==> src/sv/hcodec_pkg.sv <==
// ----------------------------------------------------------------------------
// hcodec_pkg
// Shared types, constants and Hamming(12,8) parity functions for the codec.
// ----------------------------------------------------------------------------
package hcodec_pkg;

  localparam int HC_QUEUE_DEPTH = 4;

  typedef enum logic [1:0] {
    PH_FIRST  = 2'd0,
    PH_SECOND = 2'd1,
    PH_THIRD  = 2'd2,
    PH_SPARE  = 2'd3
  } phase_t;

  // One queued transaction: one or two results from a single input byte.
  typedef struct packed {
    logic [7:0] byte0;
    logic       bad0;
    logic       last0;
    logic       two;
    logic [7:0] byte1;
    logic       last1;
  } job_t;

  // Data bit k (MSB first) sits at codeword position given here.
  localparam logic [3:0] DATA_POS [8] = '{4'd3, 4'd5, 4'd6, 4'd7,
                                          4'd9, 4'd10, 4'd11, 4'd12};

  // Position p (1..12) lives at vector bit 12 - p.
  function automatic logic [3:0] syndrome(input logic [11:0] w);
    logic [3:0] s;
    s = '0;
    for (int p = 1; p <= 12; p++) begin
      if (w[12 - p]) s = s ^ 4'(p);
    end
    return s;
  endfunction

  function automatic logic [11:0] encode_word(input logic [7:0] d);
    logic [11:0] w;
    logic [3:0]  s;
    w = '0;
    for (int k = 0; k < 8; k++) begin
      w[12 - 32'(DATA_POS[k])] = d[7 - k];
    end
    s = syndrome(w);
    w[11] = s[0];
    w[10] = s[1];
    w[8]  = s[2];
    w[4]  = s[3];
    return w;
  endfunction

  // Returns {bad, data}.
  function automatic logic [8:0] decode_word(input logic [11:0] w_in);
    logic [11:0] w;
    logic [3:0]  s;
    logic [7:0]  d;
    w = w_in;
    s = syndrome(w_in);
    d = '0;
    if (s > 4'd12) begin
      return {1'b1, 8'h00};
    end
    if (s != 4'd0) w[12 - 32'(s)] = ~w[12 - 32'(s)];
    for (int k = 0; k < 8; k++) begin
      d[7 - k] = w[12 - 32'(DATA_POS[k])];
    end
    return {1'b0, d};
  endfunction

endpackage

==> src/sv/hcodec_front.sv <==
// ----------------------------------------------------------------------------
// hcodec_front
// Accepts input bytes, tracks the 3-byte packing phase and forms the results
// of each byte as a queued transaction.
// ----------------------------------------------------------------------------
module hcodec_front
  import hcodec_pkg::*;
(
  input  logic       clk,
  input  logic       rst,
  input  logic       direction_we,
  input  logic       direction_data,
  input  logic       accept,
  input  logic [7:0] in_byte,
  input  logic       in_last,
  output logic       job_push,
  output job_t       job
);

  logic       direction;
  phase_t     phase;
  phase_t     phase_next;
  logic [7:0] held;
  logic [7:0] held_next;
  logic       has_result;
  logic [11:0] enc_w;
  logic [11:0] dec_w;
  logic [8:0]  dec_r;

  assign enc_w = encode_word(in_byte);
  assign dec_w = (phase == PH_THIRD) ? {held[3:0], in_byte} : {held, in_byte[7:4]};
  assign dec_r = decode_word(dec_w);

  always_comb begin
    job        = '0;
    has_result = 1'b0;
    phase_next = PH_FIRST;
    held_next  = '0;
    if (!direction) begin
      has_result = 1'b1;
      if (phase != PH_SECOND) begin
        job.byte0 = enc_w[11:4];
        if (in_last) begin
          job.two   = 1'b1;
          job.byte1 = {enc_w[3:0], 4'h0};
          job.last1 = 1'b1;
        end else begin
          phase_next = PH_SECOND;
          held_next  = {4'h0, enc_w[3:0]};
        end
      end else begin
        job.byte0 = {held[3:0], enc_w[11:8]};
        job.two   = 1'b1;
        job.byte1 = enc_w[7:0];
        job.last1 = in_last;
      end
    end else begin
      case (phase)
        PH_SECOND: begin
          has_result = 1'b1;
          job.byte0  = dec_r[7:0];
          job.bad0   = dec_r[8];
          job.last0  = in_last;
          if (!in_last) begin
            phase_next = PH_THIRD;
            held_next  = {4'h0, in_byte[3:0]};
          end
        end
        PH_THIRD: begin
          has_result = 1'b1;
          job.byte0  = dec_r[7:0];
          job.bad0   = dec_r[8];
          job.last0  = in_last;
        end
        default: begin
          if (!in_last) begin
            phase_next = PH_SECOND;
            held_next  = in_byte;
          end
        end
      endcase
    end
  end

  assign job_push = accept && has_result;

  always_ff @(posedge clk) begin
    if (rst) begin
      direction <= 1'b0;
      phase     <= PH_FIRST;
      held      <= '0;
    end else if (direction_we) begin
      direction <= direction_data;
      phase     <= PH_FIRST;
      held      <= '0;
    end else if (accept) begin
      phase <= phase_next;
      held  <= held_next;
    end
  end

endmodule

==> src/sv/hcodec_queue.sv <==
// ----------------------------------------------------------------------------
// hcodec_queue
// Short transaction queue between the front and back parts.
// ----------------------------------------------------------------------------
module hcodec_queue
  import hcodec_pkg::*;
#(
  parameter int DEPTH = HC_QUEUE_DEPTH
) (
  input  logic clk,
  input  logic rst,
  input  logic wr_en,
  input  job_t wr_job,
  input  logic rd_en,
  output job_t rd_job,
  output logic full,
  output logic empty
);

  localparam int AW = (DEPTH > 1) ? $clog2(DEPTH) : 1;
  localparam int CW = $clog2(DEPTH + 1);
  localparam logic [AW-1:0] LAST_IDX = AW'(DEPTH - 1);

  job_t          slots [DEPTH];
  logic [AW-1:0] wr_ptr;
  logic [AW-1:0] rd_ptr;
  logic [CW-1:0] count;
  logic          do_wr;
  logic          do_rd;

  assign full   = (count == CW'(DEPTH));
  assign empty  = (count == '0);
  assign do_wr  = wr_en && !full;
  assign do_rd  = rd_en && !empty;
  assign rd_job = slots[rd_ptr];

  always_ff @(posedge clk) begin
    if (do_wr) slots[wr_ptr] <= wr_job;
  end

  always_ff @(posedge clk) begin
    if (rst) begin
      wr_ptr <= '0;
      rd_ptr <= '0;
      count  <= '0;
    end else begin
      if (do_wr) wr_ptr <= (wr_ptr == LAST_IDX) ? '0 : wr_ptr + AW'(1);
      if (do_rd) rd_ptr <= (rd_ptr == LAST_IDX) ? '0 : rd_ptr + AW'(1);
      if (do_wr && !do_rd) count <= count + CW'(1);
      else if (do_rd && !do_wr) count <= count - CW'(1);
    end
  end

endmodule

==> src/sv/hcodec_back.sv <==
// ----------------------------------------------------------------------------
// hcodec_back
// Unpacks queued transactions into single results held in an output register.
// ----------------------------------------------------------------------------
module hcodec_back
  import hcodec_pkg::*;
(
  input  logic       clk,
  input  logic       rst,
  input  job_t       job,
  input  logic       job_empty,
  output logic       job_pop,
  input  logic       pop,
  output logic       empty,
  output logic [7:0] out_byte,
  output logic       uncorrectable,
  output logic       out_last
);

  logic       out_valid;
  logic       sec_valid;
  logic [7:0] sec_byte;
  logic       sec_last;
  logic       load;

  assign empty   = !out_valid;
  assign load    = !out_valid || pop;
  assign job_pop = load && !sec_valid && !job_empty;

  always_ff @(posedge clk) begin
    if (rst) begin
      out_valid <= 1'b0;
      sec_valid <= 1'b0;
    end else if (load) begin
      if (sec_valid) begin
        out_valid <= 1'b1;
        sec_valid <= 1'b0;
      end else if (!job_empty) begin
        out_valid <= 1'b1;
        sec_valid <= job.two;
      end else begin
        out_valid <= 1'b0;
      end
    end
  end

  always_ff @(posedge clk) begin
    if (load) begin
      if (sec_valid) begin
        out_byte      <= sec_byte;
        uncorrectable <= 1'b0;
        out_last      <= sec_last;
      end else begin
        out_byte      <= job.byte0;
        uncorrectable <= job.bad0;
        out_last      <= job.last0;
        sec_byte      <= job.byte1;
        sec_last      <= job.last1;
      end
    end
  end

endmodule

==> src/sv/hamming_12_8_stream_codec.sv <==
// ----------------------------------------------------------------------------
// hamming_12_8_stream_codec
// Byte-stream Hamming(12,8) encoder/decoder with queue-style ports.
// ----------------------------------------------------------------------------
// Usage:
//   Input side: drive in_byte/in_last with push; a transaction is taken when
//   push is high and full is low. Output side: while empty is low the oldest
//   result sits on out_byte/uncorrectable/out_last; pop takes it.
//   direction_we with direction selects encode (0) or decode (1) and restarts
//   the packing phase; write it only while the codec is idle.
// Timing:
//   A result passes from the front part through the transaction queue into the
//   output register. The front part takes one byte per cycle while the
//   transaction queue (QUEUE_DEPTH entries) has room. The output register
//   delivers one result per cycle while pop is high and results are queued;
//   encoding gives three code bytes per two data bytes and decoding gives two
//   results per three input bytes.
// Reset and stall:
//   rst clears direction to encode, the packing phase, the queue and the
//   output register. When pop is held low the queue fills and full rises;
//   no transaction is lost or repeated.
// ----------------------------------------------------------------------------
module hamming_12_8_stream_codec
  import hcodec_pkg::*;
#(
  parameter int QUEUE_DEPTH = HC_QUEUE_DEPTH
) (
  input  logic       clk,
  input  logic       rst,
  input  logic       direction_we,
  input  logic       direction,
  input  logic       push,
  output logic       full,
  input  logic [7:0] in_byte,
  input  logic       in_last,
  output logic       empty,
  input  logic       pop,
  output logic [7:0] out_byte,
  output logic       uncorrectable,
  output logic       out_last
);

  logic accept;
  logic job_push;
  job_t job_in;
  job_t job_out;
  logic job_pop;
  logic job_empty;

  assign accept = push && !full;

  hcodec_front u_front (
    .clk            (clk),
    .rst            (rst),
    .direction_we   (direction_we),
    .direction_data (direction),
    .accept         (accept),
    .in_byte        (in_byte),
    .in_last        (in_last),
    .job_push       (job_push),
    .job            (job_in)
  );

  hcodec_queue #(
    .DEPTH (QUEUE_DEPTH)
  ) u_queue (
    .clk    (clk),
    .rst    (rst),
    .wr_en  (job_push),
    .wr_job (job_in),
    .rd_en  (job_pop),
    .rd_job (job_out),
    .full   (full),
    .empty  (job_empty)
  );

  hcodec_back u_back (
    .clk           (clk),
    .rst           (rst),
    .job           (job_out),
    .job_empty     (job_empty),
    .job_pop       (job_pop),
    .pop           (pop),
    .empty         (empty),
    .out_byte      (out_byte),
    .uncorrectable (uncorrectable),
    .out_last      (out_last)
  );

endmodule
==> config.mk <==
export PLATFORM = sky130hd
export DESIGN_NAME = hamming_12_8_stream_codec
export DESIGN_NICKNAME = d
export VERILOG_FILES = /design/src/sv/hcodec_pkg.sv /design/src/sv/hcodec_front.sv /design/src/sv/hcodec_queue.sv /design/src/sv/hcodec_back.sv /design/src/sv/hamming_12_8_stream_codec.sv
export SDC_FILE = /design/constraint.sdc
export NUM_CORES = 1
export LEC_CHECK = 0
export BUFFER_PORTS_ARGS = -buffer_cell sky130_fd_sc_hd__buf_4
export CORE_UTILIZATION = 25
export DETAILED_ROUTE_END_ITERATION = 12
export HOLD_SLACK_MARGIN = 0.02
export SLEW_MARGIN = 5
export SYNTH_ARGS = -nofsm -noshare
export SYNTH_HDL_FRONTEND = slang
export SYNTH_SLANG_ARGS = --single-unit
==> constraint.sdc <==
create_clock -name clk -period 3.7 [get_ports clk]
set_input_delay 1.11 -clock clk [delete_from_list [all_inputs] [get_ports clk]]
set_output_delay 1.11 -clock clk [all_outputs]
set_load 0.01 [all_outputs]
# Word level (Yosys, flattened, before mapping)
# Memories as Yosys holds them, arrays and structs flattened. A register that Yosys moved wholly into a read port is not among the register bits.
# Index checks and enable logic that the tools add are counted.
# word_totals
regBits	39
memories	1
mem_bits_rw	80
elab_cells	133
# mem_list
memory	words	width	read_ports	rd_clocked_by_memory_dff	wr	line	rtl
u_queue.slots	4	20	1	1	1	hcodec_queue.sv:24	job_t slots [DEPTH];
# op_classes
n_mux	63
reduce_logical	22
n_addsub	5
eq_ne	6
order_cmp	3
bitwise_logic	20
# ops
op	n
10-bit 2-to-1 mux	5
8-bit 2-to-1 mux	6
4-bit 2-to-1 mux	10
32-bit by 1-bit >= comparator with 1-bit output (second input constant)	1
32-bit by 5-bit less-than comparator with 1-bit output (second input constant)	1
3-bit 2-to-1 mux	9
2-bit 2-to-1 mux	11
9-bit 2-to-1 mux	2
2-bit inverter	9
8-bit one-hot mux with 2 select lines	1
1-bit 2-to-1 mux	14
12-bit bitwise mux	1
12-bit 2-to-1 mux	1
3-bit inverter	4
1-bit logical AND	9
2-bit equality test (second input constant)	3
1-bit logical NOT	6
4-bit by 4-bit subtractor with 5-bit output (first input constant)	1
2-bit by 1-bit adder with 2-bit output (second input constant)	2
1-bit binary-select mux with 4-bit select	1
1-bit demux with 4-bit select	1
4-bit greater-than comparator (second input constant)	1
1-bit inverter with 2-bit output	2
2-bit one-hot mux with 2 select lines	1
13 further kinds	17

# Logic depth before layout (Yosys ltp)
# logic_depth
word_depth	32
mapped_depth	15

# By module
# Synthesis repeated with hierarchy kept, for this count alone.
# hier_totals
cells_unflattened	428
hier_area_um2	6004.5
# modules_own_cells
mod	seq_area_each_um2	n_inst	area_each_um2	cells_per_inst
hcodec_queue	2582.5	1	3365.7	154
hcodec_front	220.2	1	1843.0	231
hcodec_back	610.6	1	782.0	42
hamming_12_8_stream_codec	0.0	1	13.8	1

# Worst setup path before layout
# No wires, ideal clock.
# synth_timing
kind	input -> register
from	in in_byte[5]
to	mem u_queue.slots[0][13] in the netlist's numbering, data pin
path_stages	9
path_slack_ps	-9
required_ps	3470
arrival_ps	3479
cell_sequence	buf_4 > xor2_1 > mux2i_2 > xor2_1 > xnor2_2 > ha_1 > mux4_1 > or3_1 > o311ai_1
# synth_lines
element	line	rtl
start, declared	hamming_12_8_stream_codec.sv:34	input logic [7:0] in_byte,
end, declared	hcodec_queue.sv:24	

==> summary.txt <==
Global route
  • Largest net degree at the start of global routing: 26
  • Global Route met2 Usage: 18.33%
  • Tot GR Track Use: 11.49%
  • Initial antenna violation count: 0
  • Met1 usage: 14.52%
  • GR Layer Usage met3: 3.414%
  • Vias in the first global route: 3904
  • First-pass GRT wire length: 21.23 mm
  • Total congestion overflow: 0
  • GRT Max-Usage Layer: met2

Power
  • Comb pwr share: 24.1%
  • Power Density: 656.6 mW/mm^2
  • Sw power: 1.276 mW
  • Static Leakage: 2.586 nW
  • Power share of the clock group: 37.2%
  • Net switching share of the total power: 26.11%
  • Pint: 3.612 mW
  • Sequential power share: 38.7%
  • Worst VDD drop: 0.2975 mV

Clock network
  • CTS Buf Count: 17
  • Hold_buf cts: 0
  • H-tree Lvls: 4
  • Post-CTS Setup Bufs: 0
  • Post-CTS Resized: 0
  • Worst-Skew Late Latency: 0.41 ns
  • Clk sinks: 121
  • CTS root buffer: clkbuf_16
  • Clock-pin slew on the worst setup and hold paths: 0.05 ns
  • CTS tree: yes
  • CTS max path bufs: 2

Setup path
  • Critical path class: primary input to register
  • Critical path data required time: 3.98 ns
  • Worst endpoint data arrival time: 3.76 ns
  • Worst r2r path cells: 12
  • Crit. End Element: register
  • Critical path peak fanout: 5
  • CP Launch Type: primary input

Detailed routing
  • Per-cell routed wire length: 15.61 um
  • Vias per cell: 4.489
  • Final wirelength: 13.11 mm
  • DR iter-0 viols: 248
  • Via count: 3771
  • DRC Markers: 0
  • DRT antenna net count: 0
  • First-pass detailed-route iteration total: 5

Synth
  • Primary FF master, synth: edfxtp_1
  • Cell variety after synth: 59
  • Seq cells post-synth: 121
  • Post-synth ARST share: 0%
  • EDFF count, synth: 99
  • Sequential share of the synthesized area: 56.73%
  • Mapped Area: 0.006017 mm^2
  • Ys Warns: 0
  • Post-Syn Instances: 444
  • Synth Net Count: 474
  • Syn Area/Cell: 13.55 um^2

Cells and area
  • Footprint of the multi-input gates: 0.002384 mm^2
  • Most common cell after layout, fill and taps aside: edfxtp_1
  • Layout Nets: 538
  • Area growth, synth to finish: 23.75%
  • Storage element area: 0.003413 mm^2
  • Most frequent cells in the layout: edfxtp_1, buf_4, nor2_1
  • N_diodes: 0
  • Fillers: 2363
  • Layout cell share with drive strength beyond 1: 29.56%
  • Final design utilization: 31.63%

Timing
  • Final cycle utilization of the critical path: 93.89%
  • Slew headroom: 30.06%
  • Hold Violations, Final: 0
  • Peak Freq: 0.2879 GHz
  • Final slew viol count: 0
  • RSZ-0062 raised after global routing: false
  • Final worst slack: 0.2260 ns
  • Finish-stage setup viols: 0
  • Tmin final: 3.474 ns
  • Measured slew at the worst slew-check pin: 1.045 ns
  • Setup Skew: 0.006528 ns

Floorplanning
  • Die width: 157.1 um
  • I/O Pins: 27
  • Die ar.: 0.02469 mm^2
  • Die Span Y: 157.1 um
  • Core area: 0.02354 mm^2
  • Initial core utilization: 25.56%
  • Site row count: 56

Status
  • Status: complete, no violations

Placement
  • RePlAce Congestion: 0.8496
  • Dpl ws: -0.2676 ns
  • Port bufs: 26
  • Final HPWL DP: 9.167 mm

Run
  • Max cap viols: 0

Min path
  • Worst hold path class: register to register
  • WHS Path Cells: 2
## cells by family (layout without fill, tap and decap cells)
family	after synthesis	in the layout	synth area share, %
AOI/OAI and AO/OA	53	53	6.301
xor gates and xnor gates	36	36	5.864
adders and majority gates	15	15	3.244
buffers and inverters	42	119	3.660
DFF	121	121	56.73
muxes	55	55	14.18
and+or+nand+nor	122	122	10.02
## Yosys cell counts (4+ instances only)
master | n | area share (%)
a21oi_1 | 22 | 1.8
a22oi_1 | 5 | 0.62
and2_1 | 4 | 0.42
and3_1 | 5 | 0.52
buf_4 | 4 | 0.50
buf_6 | 5 | 0.94
clkbuf_1 | 10 | 0.62
dfxtp_1 | 22 | 7.3
edfxtp_1 | 99 | 49
ha_1 | 14 | 2.9
inv_1 | 15 | 0.94
mux2_2 | 13 | 2.4
mux2i_1 | 18 | 3.0
mux4_2 | 21 | 7.9
nand2_1 | 26 | 1.6
nand2b_1 | 5 | 0.52
nand3_1 | 9 | 0.75
nand4_1 | 4 | 0.42
nor2_1 | 35 | 2.2
nor2b_1 | 4 | 0.42
nor3_1 | 11 | 0.91
o21ai_0 | 4 | 0.33
or2_2 | 4 | 0.42
xnor2_1 | 21 | 3.1
xor2_1 | 10 | 1.5
## flip-flops by register name, indices dropped and copies added, names as in the netlist, named ones only
signal                count
u_back.sec_valid          1
u_front.direction         1
u_queue.wr_ptr            2
u_back.out_last           1
u_back.sec_last           1
u_back.out_valid          1
u_back.sec_byte           8
u_queue.slots            80
u_queue.rd_ptr            2
u_front.held              8
u_back.uncorrectable      1
u_back.out_byte           8
u_front.phase             2
u_queue.count             3
## through the flow
step | hold slack, ns | instances | cell area (um^2) | power, mW | TNS (ns)
floorplan | 0.4313 | 444 | 6017 | 2.672 | -0.1102
global placement | 0.4505 | 808 | 6789 | 3.069 | -2.827
detailed placement | 0.4618 | 808 | 6789 | 3.109 | -5.215
CTS | 0.4687 | 840 | 7446 | 4.938 | 0
global route | 0.4782 | 840 | 7446 | 5.104 | 0
finish | 0.4656 | 840 | 7446 | 4.889 | 0
## layer usage
layer / vias up / share of wire, %
met1: 1858 / 45
met4: 0 / 2.6
met5: - / 0
met2: 98 / 47
li1: 1785 / -
met3: 30 / 4.9
## final cells by class
| type | count | share of cell area, % |
|---|---|---|
| clock buffers | 18 | 5.764 |
| flip-flops and latches | 121 | 45.84 |
| well taps | 319 | 5.360 |
| inverters | 17 | 0.9074 |
| multi-input cells | 281 | 32.01 |
| repair buffers | 70 | 7.058 |
| clock inverters | 14 | 3.058 |
## worst paths after layout
kind | startpoint | to | slack, ns
hold / removal | u_front.held[4] | u_front.held[4] | 0.47
hold reg to reg | u_front.held[4] | u_front.held[4] | 0.47
setup / recovery | in_byte[5] | u_queue.slots[3][13] | 0.23
setup reg to reg | u_front.phase[0] | u_queue.slots[3][13] | 0.32
## power groups by stage
stage / registers, mW / clock network [mW] / logic [mW]
floorplan: 1.89 / 0 / 0.785
global route: 1.92 / 1.90 / 1.28
CTS: 1.90 / 1.85 / 1.19
global placement: 1.92 / 0 / 1.15
finish: 1.89 / 1.82 / 1.18
detailed placement: 1.93 / 0 / 1.18
## worst max-delay path: stages
cell,delay (ns)
buf_4,0.13
buf_4,0.14
nand2_1,0.05
a21boi_0,0.13
a2111oi_2,0.35
xor2_2,0.16
buf_4,0.16
mux4_1,0.56
or3_1,0.40
o311ai_1,0.38
buf_4,0.19
(Power assumes the default switching activity.)
